<file path="config.mk">
export PLATFORM = sky130hd
export DESIGN_NAME = force_torque_packet_deframer
export DESIGN_NICKNAME = d
export VERILOG_FILES = /design/src/hw/rtl/ftpd_pkg.sv /design/src/hw/rtl/ftpd_scale.sv /design/src/hw/rtl/force_torque_packet_deframer.sv
export SDC_FILE = /design/constraint.sdc
export NUM_CORES = 1
export LEC_CHECK = 0
export ABC_AREA = 1
export BUFFER_PORTS_ARGS = -buffer_cell sky130_fd_sc_hd__buf_2
export CAP_MARGIN = 10
export CORE_MARGIN = 5
export CORE_UTILIZATION = 50
export CTS_BUF_LIST = sky130_fd_sc_hd__clkbuf_4
export DETAILED_ROUTE_END_ITERATION = 8
export GPL_ROUTABILITY_DRIVEN = 0
export GPL_TIMING_DRIVEN = 0
export PLACE_DENSITY_LB_ADDON = 0.12
export SETUP_SLACK_MARGIN = 0.15
export SYNTH_ARGS = -nofsm -noshare
export SYNTH_HDL_FRONTEND = slang
export SYNTH_SLANG_ARGS = --single-unit
</file>
<file path="constraint.sdc">
create_clock -name clk_i -period 9.45 [get_ports clk_i]
set_input_delay 0.945 -clock clk_i [delete_from_list [all_inputs] [get_ports clk_i]]
set_output_delay 0.945 -clock clk_i [all_outputs]
set_load 0.02 [all_outputs]
</file>
<file path="src/hw/rtl/ftpd_pkg.sv">
`default_nettype none
// -----------------------------------------------------------------------------
// ftpd_pkg
// Shared constants and types of the force/torque packet deframer.
// -----------------------------------------------------------------------------
package ftpd_pkg;

  // Packet framing
  localparam int unsigned PacketBytesDefault = 19;
  localparam logic [7:0]  StartByte          = 8'h55;
  localparam logic [7:0]  EndByte            = 8'hAA;

  // Six scaled words: three force, three torque
  localparam int unsigned ValueCount = 6;
  localparam int unsigned ForceCount = 3;
  localparam int unsigned IdxW       = $clog2(ValueCount);

  // Payload byte positions that carry the six big-endian words
  localparam int unsigned WordFirstPos = 2;
  localparam int unsigned WordLastPos  = WordFirstPos + 2 * ValueCount - 1;

  // Gain widths and reset values (unsigned Q0.16)
  localparam int unsigned GainW           = 16;
  localparam int unsigned ValueW          = 32;
  localparam logic [GainW-1:0] ForceGainRst  = 16'd1311;
  localparam logic [GainW-1:0] TorqueGainRst = 16'd33;

  // APB
  localparam int unsigned ApbDataW = 32;
  localparam int unsigned ApbAddrW = 3;

  typedef enum logic [1:0] {
    STATUS_GOOD    = 2'd0,
    STATUS_BAD_SUM = 2'd1,
    STATUS_NO_END  = 2'd2
  } status_e;

  typedef enum logic {
    REG_FORCE_GAIN  = 1'b0,
    REG_TORQUE_GAIN = 1'b1
  } reg_idx_e;

  typedef enum logic [1:0] {
    ST_HUNT    = 2'b01,
    ST_COLLECT = 2'b10
  } state_e;

endpackage
`default_nettype wire

</file>
<file path="src/hw/rtl/ftpd_scale.sv">
`default_nettype none
// -----------------------------------------------------------------------------
// ftpd_scale
// Signed 16-bit word times unsigned Q0.16 gain, exact signed Q15.16 product.
// -----------------------------------------------------------------------------
module ftpd_scale (
  input  wire logic [7:0]                    hi_i,
  input  wire logic [7:0]                    lo_i,
  input  wire logic [ftpd_pkg::GainW-1:0]    gain_i,
  output logic      [ftpd_pkg::ValueW-1:0]   prod_o
);

  logic signed [15:0]                 word;
  logic signed [ftpd_pkg::GainW:0]    gain_s;
  logic signed [ftpd_pkg::ValueW:0]   full;

  assign word   = $signed({hi_i, lo_i});
  assign gain_s = $signed({1'b0, gain_i});
  assign full   = (ftpd_pkg::ValueW+1)'(word) * (ftpd_pkg::ValueW+1)'(gain_s);
  assign prod_o = full[ftpd_pkg::ValueW-1:0];

endmodule
`default_nettype wire

</file>
<file path="src/hw/rtl/force_torque_packet_deframer.sv">
`default_nettype none
// -----------------------------------------------------------------------------
// force_torque_packet_deframer
// Hunts for start byte 0x55 in a serial byte stream, collects one packet,
// scales six big-endian words by force and torque gains and reports status.
// -----------------------------------------------------------------------------
// Result: the result of a packet is registered when its last byte is accepted.
// Throughput: one byte per cycle unless the input stalls; bytes never wait on the scaling multiplier.
// Backpressure: input stalls only on a packet's last byte while the result
//   register still holds an untaken result that the output side stalls.
// Reset: asynchronous, active low; returns to hunting, drops any pending
//   result and restores both gains to their default values.
// -----------------------------------------------------------------------------
module force_torque_packet_deframer #(
  parameter int unsigned PACKET_BYTES = ftpd_pkg::PacketBytesDefault
) (
  input  wire logic                           clk_i,
  input  wire logic                           rst_ni,
  // APB configuration port
  input  wire logic                           psel,
  input  wire logic                           penable,
  input  wire logic                           pwrite,
  input  wire logic [ftpd_pkg::ApbAddrW-1:0]  paddr,
  input  wire logic [ftpd_pkg::ApbDataW-1:0]  pwdata,
  output logic      [ftpd_pkg::ApbDataW-1:0]  prdata,
  output logic                                pready,
  // Byte input channel
  input  wire logic                           in_valid_i,
  output logic                                in_stall_o,
  input  wire logic [7:0]                     rx_byte_i,
  // Result channel
  output logic                                out_valid_o,
  input  wire logic                           out_stall_i,
  output logic      [1:0]                     status_o,
  output logic signed [ftpd_pkg::ValueW-1:0]  force_x_o,
  output logic signed [ftpd_pkg::ValueW-1:0]  force_y_o,
  output logic signed [ftpd_pkg::ValueW-1:0]  force_z_o,
  output logic signed [ftpd_pkg::ValueW-1:0]  torque_x_o,
  output logic signed [ftpd_pkg::ValueW-1:0]  torque_y_o,
  output logic signed [ftpd_pkg::ValueW-1:0]  torque_z_o
);

  // Byte position counter: holds the index of the next packet byte.
  localparam int unsigned PosW = $clog2(PACKET_BYTES);
  localparam logic [PosW-1:0] LastPos  = PosW'(PACKET_BYTES - 1);
  localparam logic [PosW-1:0] SumPos   = PosW'(PACKET_BYTES - 2);
  localparam logic [PosW-1:0] SumLast  = PosW'(PACKET_BYTES - 3);
  localparam logic [PosW-1:0] WordFrst = PosW'(ftpd_pkg::WordFirstPos);
  localparam logic [PosW-1:0] WordLst  = PosW'(ftpd_pkg::WordLastPos);
  localparam logic [PosW-1:0] FirstLo  = PosW'(ftpd_pkg::WordFirstPos + 1);

  // ---------------------------------------------------------------------------
  // Configuration registers
  // ---------------------------------------------------------------------------
  logic [ftpd_pkg::GainW-1:0] force_gain_q, torque_gain_q;
  logic                       cfg_wr;
  ftpd_pkg::reg_idx_e         cfg_idx;

  assign pready  = 1'b1;
  assign cfg_wr  = psel & penable & pwrite & pready;
  assign cfg_idx = ftpd_pkg::reg_idx_e'(paddr[2]);

  always_ff @(posedge clk_i or negedge rst_ni) begin
    if (!rst_ni) begin
      force_gain_q  <= ftpd_pkg::ForceGainRst;
      torque_gain_q <= ftpd_pkg::TorqueGainRst;
    end else if (cfg_wr) begin
      unique case (cfg_idx)
        ftpd_pkg::REG_FORCE_GAIN:  force_gain_q  <= pwdata[ftpd_pkg::GainW-1:0];
        ftpd_pkg::REG_TORQUE_GAIN: torque_gain_q <= pwdata[ftpd_pkg::GainW-1:0];
        default: ;
      endcase
    end
  end

  // Read back: zero-extend the selected gain.
  always_comb begin
    unique case (cfg_idx)
      ftpd_pkg::REG_FORCE_GAIN:
        prdata = ftpd_pkg::ApbDataW'(force_gain_q);
      ftpd_pkg::REG_TORQUE_GAIN:
        prdata = ftpd_pkg::ApbDataW'(torque_gain_q);
      default:
        prdata = '0;
    endcase
  end

  // ---------------------------------------------------------------------------
  // Framing state
  // ---------------------------------------------------------------------------
  ftpd_pkg::state_e state_q, state_d;
  logic [PosW-1:0]  pos_q, pos_d;
  logic [7:0]       sum_q, sum_d;
  logic [7:0]       hold_q;
  logic [7:0]       rx_sum_q;
  logic [ftpd_pkg::ValueW-1:0] scaled_q [ftpd_pkg::ValueCount];

  logic in_acc;
  logic collecting;
  logic at_last;
  logic out_take;

  assign collecting = (state_q == ftpd_pkg::ST_COLLECT);
  assign at_last    = collecting && (pos_q >= LastPos);
  // A result is taken at the edge where it is valid and not stalled.
  assign out_take   = out_valid_o & ~out_stall_i;

  // Stall only the closing byte, and only while the result register is
  // still occupied and will not empty this cycle.
  assign in_stall_o = at_last & out_valid_o & out_stall_i;
  assign in_acc     = in_valid_i & ~in_stall_o;

  // Word assembly: even positions latch the high byte, odd ones complete a
  // word and scale it with the gain of its group.
  logic                       word_hi;
  logic                       word_lo;
  logic [PosW-1:0]            pos_off;
  logic [ftpd_pkg::IdxW-1:0]  word_idx;
  logic [ftpd_pkg::GainW-1:0] word_gain;
  logic [ftpd_pkg::ValueW-1:0] word_prod;

  assign word_hi  = collecting && (pos_q >= WordFrst) && (pos_q <= WordLst) && !pos_q[0];
  assign word_lo  = collecting && (pos_q >= FirstLo) && (pos_q <= WordLst) && pos_q[0];
  assign pos_off  = pos_q - FirstLo;
  assign word_idx = ftpd_pkg::IdxW'(pos_off >> 1);
  assign word_gain = (word_idx < ftpd_pkg::IdxW'(ftpd_pkg::ForceCount)) ?
                     force_gain_q : torque_gain_q;

  ftpd_scale u_scale (
    .hi_i   (hold_q),
    .lo_i   (rx_byte_i),
    .gain_i (word_gain),
    .prod_o (word_prod)
  );

  always_comb begin
    state_d = state_q;
    pos_d   = pos_q;
    sum_d   = sum_q;
    unique case (state_q)
      ftpd_pkg::ST_HUNT: begin
        // Wait for the start byte; restart the checksum.
        if (rx_byte_i == ftpd_pkg::StartByte) begin
          state_d = ftpd_pkg::ST_COLLECT;
          pos_d   = PosW'(1);
          sum_d   = '0;
        end
      end
      ftpd_pkg::ST_COLLECT: begin
        // Sum payload bytes up to the one before the checksum byte.
        if (pos_q <= SumLast) begin
          sum_d = sum_q + rx_byte_i;
        end
        if (at_last) begin
          state_d = ftpd_pkg::ST_HUNT;
          pos_d   = '0;
        end else begin
          pos_d = pos_q + PosW'(1);
        end
      end
      default: begin
        state_d = ftpd_pkg::ST_HUNT;
        pos_d   = '0;
      end
    endcase
  end

  always_ff @(posedge clk_i or negedge rst_ni) begin
    if (!rst_ni) begin
      state_q <= ftpd_pkg::ST_HUNT;
      pos_q   <= '0;
      sum_q   <= '0;
    end else if (in_acc) begin
      state_q <= state_d;
      pos_q   <= pos_d;
      sum_q   <= sum_d;
    end
  end

  // Payload registers: no reset, every one is written before it is read.
  always_ff @(posedge clk_i) begin
    if (in_acc) begin
      if (word_hi) begin
        hold_q <= rx_byte_i;
      end
      if (word_lo) begin
        scaled_q[word_idx] <= word_prod;
      end
      if (collecting && (pos_q == SumPos)) begin
        rx_sum_q <= rx_byte_i;
      end
    end
  end

  // ---------------------------------------------------------------------------
  // Result register
  // ---------------------------------------------------------------------------
  ftpd_pkg::status_e status_d, status_q;
  logic              out_valid_q;
  logic [ftpd_pkg::ValueW-1:0] out_val_q [ftpd_pkg::ValueCount];

  // Checksum mismatch wins over a missing end byte.
  always_comb begin
    priority if (rx_sum_q != sum_q) begin
      status_d = ftpd_pkg::STATUS_BAD_SUM;
    end else if (rx_byte_i != ftpd_pkg::EndByte) begin
      status_d = ftpd_pkg::STATUS_NO_END;
    end else begin
      status_d = ftpd_pkg::STATUS_GOOD;
    end
  end

  always_ff @(posedge clk_i or negedge rst_ni) begin
    if (!rst_ni) begin
      out_valid_q <= 1'b0;
    end else if (in_acc && at_last) begin
      out_valid_q <= 1'b1;
    end else if (out_take) begin
      out_valid_q <= 1'b0;
    end
  end

  always_ff @(posedge clk_i) begin
    if (in_acc && at_last) begin
      status_q <= status_d;
      for (int i = 0; i < ftpd_pkg::ValueCount; i++) begin
        // Drop the values of a rejected packet.
        out_val_q[i] <= (status_d == ftpd_pkg::STATUS_GOOD) ? scaled_q[i] : '0;
      end
    end
  end

  assign out_valid_o = out_valid_q;
  assign status_o    = status_q;
  assign force_x_o   = $signed(out_val_q[0]);
  assign force_y_o   = $signed(out_val_q[1]);
  assign force_z_o   = $signed(out_val_q[2]);
  assign torque_x_o  = $signed(out_val_q[3]);
  assign torque_y_o  = $signed(out_val_q[4]);
  assign torque_z_o  = $signed(out_val_q[5]);

`ifndef SYNTHESIS
  a_pos_range: assert property (@(posedge clk_i) disable iff (!rst_ni)
    pos_q <= LastPos)
    else $error("byte position beyond packet length");

  a_hunt_pos_zero: assert property (@(posedge clk_i) disable iff (!rst_ni)
    (state_q == ftpd_pkg::ST_HUNT) |-> (pos_q == '0))
    else $error("position not cleared while hunting");

  a_last_gives_result: assert property (@(posedge clk_i) disable iff (!rst_ni)
    (in_acc && at_last) |=> out_valid_o)
    else $error("closing byte produced no result");

  a_stall_only_full: assert property (@(posedge clk_i) disable iff (!rst_ni)
    in_stall_o |-> (out_valid_o && at_last))
    else $error("input stalled without a pending result");

  a_bad_zero: assert property (@(posedge clk_i) disable iff (!rst_ni)
    (out_valid_o && (status_o != ftpd_pkg::STATUS_GOOD)) |->
      (force_x_o == '0 && force_y_o == '0 && force_z_o == '0 &&
       torque_x_o == '0 && torque_y_o == '0 && torque_z_o == '0))
    else $error("rejected packet carries nonzero values");
`endif

endmodule
`default_nettype wire

</file>
==> impl_metrics.env <==
export IMPL_cp_top_family="adder cells"
export IMPL_viasPerCell=4.92
export IMPL_die_area_sq_mm=0.0575
export IMPL_min_period_ps=7560
export IMPL_first_global_vias=18900
export IMPL_cts_max_path_buffers=3
export IMPL_antenna_found_initial=2
export IMPL_slew_violations=0
export IMPL_finish_net_count=3326
export IMPL_arrival_ps=8080
export IMPL_areaGrowthSynthToFinish_pct=14.3
export IMPL_min_to="rx_sum_q[7]"
export IMPL_synthTopCellsByArea="edfxtp_1 (46%), fa_1 (15%), inv_1 (8.5%)"
export IMPL_setup_tns_ps=0
export IMPL_end_kind="flip-flop"
export IMPL_r2r_slack_ps=1890
export IMPL_crit_buf_inv=7
export IMPL_synth_top_area_share_pct=45.8
export IMPL_dp_cells=3526
export IMPL_min_path_cells=1
export IMPL_grt_usage_pct=22.7
export IMPL_ys_ff_latch=450
export IMPL_setup_viol=0
export IMPL_relSlewSlack_pct=44.2
export IMPL_hold_worst_slack_ps=331
export IMPL_path_clk_slew_ps=60
export IMPL_dr_total_vias=18300
export IMPL_chipWidth_um=240
export IMPL_synth_top_area_cell="edfxtp_1"
export IMPL_grt_max_degree=137
export IMPL_layoutNonFillerInstCount=3722
export IMPL_wl_per_cell_um=17.3
export IMPL_grt_first_pass_wirelength_mm=101
export IMPL_min_delay_start="rx_byte_i[7]"
export IMPL_finalHoldViolations=0
export IMPL_cp_slowest_cell="fa_1"
export IMPL_cpMostUsedCell="fa_1"
export IMPL_rr_startpoint="pos_q[0]"
export IMPL_min_delay_path_class="input port to flip-flop"
export IMPL_portBuffers=242
export IMPL_required_ps=9980
export IMPL_synthFlopType="edfxtp_1"
export IMPL_r2r_end="scaled_q[4][12]"
export IMPL_fill_cells=4586
export IMPL_synth_area_sq_mm=0.0264
export IMPL_drtIter0Drc=1280
export IMPL_hold_buffers=0
export IMPL_hpwl_mm=49.8
export IMPL_core_area_sq_mm=0.0524
export IMPL_cp_depth=23
export IMPL_cts_tree="yes"
export IMPL_ys_warnings_count=0
export IMPL_cts_sinks=450
export IMPL_avgSynthCellArea_sq_um=10.3
export IMPL_htree_levels=3
export IMPL_async_reset_ff_share_pct=10.7
export IMPL_cp_start_kind="flip-flop"
export IMPL_synth_seq_area_share_pct=50.4
export IMPL_maxCapViolCount=0
export IMPL_final_layout_size_suffix_gt1_share_pct=16.8
export IMPL_cts_made_buffers=109
export IMPL_die_h_um=240
export IMPL_ios=279
export IMPL_timing_fmax_mhz=132
export IMPL_clk_latency_ps=850
export IMPL_grt_overflow=0
export IMPL_outcome="finished clean"
export IMPL_synthDistinctLibCells=42
export IMPL_worst_path_max_fanout=10
export IMPL_worst_slew_pin_transition_ps=833
export IMPL_fin_skew_ps=66.2
export IMPL_crit_path_cell_trace="inv_2 -> ha_1 -> buf_2 -> clkbuf_1 -> o211ai_1 -> nand2_1 -> nor2_1 -> fa_1 -> inv_1 -> fa_1 -> fa_1 -> fa_1 -> inv_1 -> fa_1 -> inv_1 -> fa_1 -> inv_1 -> ha_1 -> nand2_1 -> nor2_1 -> nand3_1 -> nand3b_1 -> xor2_1"
export IMPL_cts_root_buffer="clkbuf_4"
export IMPL_final_antenna_net_count=0
export IMPL_crit_type="flip-flop to flip-flop"
export IMPL_critPathMaxStageDelay_ps=550
export IMPL_rsz0062_at_grt="no"
export IMPL_rr_worst_depth=23
export IMPL_period_share_pct=80.0
export IMPL_synth_edf_count=402
export IMPL_start_util_pct=50.3
export IMPL_wl_mm=64.3
export IMPL_ctsResizeCount=0
export IMPL_drtPass1Iterations=5
export IMPL_num_rows=84
export IMPL_synth_cells=2573
export IMPL_cts_setup_buffers=0
export IMPL_drc=0
## sequential cells by signal, summed over array words and instances (netlist names), 2 cells and up
signal         flops
out_val_q        192
rx_sum_q           8
hold_q             8
status_o           2
sum_q              8
scaled_q         192
pos_q              5
state_q            2
force_gain_q      16
torque_gain_q     16
## layout by cell type, fill, tap and decap left out, types with 24 or more instances in the layout
| master | netlist | routed |
|---|---|---|
| clkinv_1 | 3 | 28 |
| inv_1 | 594 | 593 |
| clkbuf_4 | 0 | 158 |
| edfxtp_1 | 402 | 402 |
| nand3_1 | 98 | 98 |
| fa_1 | 195 | 195 |
| dfrtp_1 | 38 | 38 |
| nand2_1 | 424 | 424 |
| ha_1 | 129 | 129 |
| clkbuf_1 | 47 | 47 |
| nor2_1 | 387 | 381 |
| o21ai_0 | 54 | 54 |
| a21oi_1 | 28 | 28 |
| nand2_2 | 24 | 24 |
| buf_2 | 6 | 248 |
## metal layers
layer | part of all wire, % | track usage [%]
met2 | 48 | 37.9
met1 | 41 | 29.3
met3 | 7.1 | 4.89
met5 | 0 | 0
met4 | 3.6 | 8.97
## kinds of logic (layout without fill, tap and decap cells)
| logic type | after synthesis | after routing | synth area share (%) |
|---|---|---|---|
| AND/OR/NAND/NOR | 965 | 965 | 14.8 |
| adder cells (fa/ha/maj) | 324 | 324 | 20.9 |
| other | 2 | 20 | 0.0285 |
| XOR/XNOR | 29 | 29 | 0.991 |
| buffers and inverters | 681 | 1124 | 10.1 |
| AO/OA/AOI/OAI | 122 | 122 | 2.80 |
| flip-flops | 450 | 450 | 50.4 |
## cells in the mapped netlist (all sizes together), types with 3 or more instances
library cell / count
buf: 32
ha: 129
nor3: 6
edfxtp: 402
a21oi: 28
o21ai: 60
nor2: 388
dfrtp: 38
nand2: 449
clkinv: 3
a21o: 3
xnor2: 8
nand3: 98
fa: 195
nand3b: 4
dfstp: 10
nand4: 12
and2: 3
clkbuf: 47
inv: 599
xor2: 21
o211ai: 26
## how the worst max path moves through the flow
stage               startpoint         endpoint
floorplan             pos_q[0]  scaled_q[0][31]
global placement    state_q[0]  out_val_q[4][9]
detailed placement    pos_q[0]  scaled_q[1][28]
CTS                   pos_q[0]  scaled_q[2][28]
global route          pos_q[0]  scaled_q[4][17]
finish                pos_q[0]  scaled_q[4][12]
## layout make-up
| type | instances | area [sq um] | share of cell area, % |
|---|---|---|---|
| antenna | 3 | 7.51 | 0.0249 |
| buffer | 79 | 417 | 1.38 |
| clock buffer | 157 | 1180 | 3.91 |
| clock inverter | 33 | 194 | 0.643 |
| inverter | 602 | 2270 | 7.52 |
| multi-input combinational | 1457 | 10500 | 34.9 |
| sequential | 450 | 13300 | 44.1 |
| tap | 688 | 861 | 2.86 |
| timing repair buffer | 253 | 1400 | 4.66 |
## through the flow
step / utilization, % / setup slack [ps] / area, sq um
after floorplan: - / 3260 / 26400
after global placement: 54.4 / 1660 / 28500
after detailed placement: 54.8 / 2000 / 28700
after CTS: 57.4 / 1900 / 30100
after global routing: 57.5 / 1500 / 30100
final: 57.5 / 1890 / 30100
Power is not shown: default switching activity piles up to over one toggle a cycle in this logic, so the estimate is an artifact.
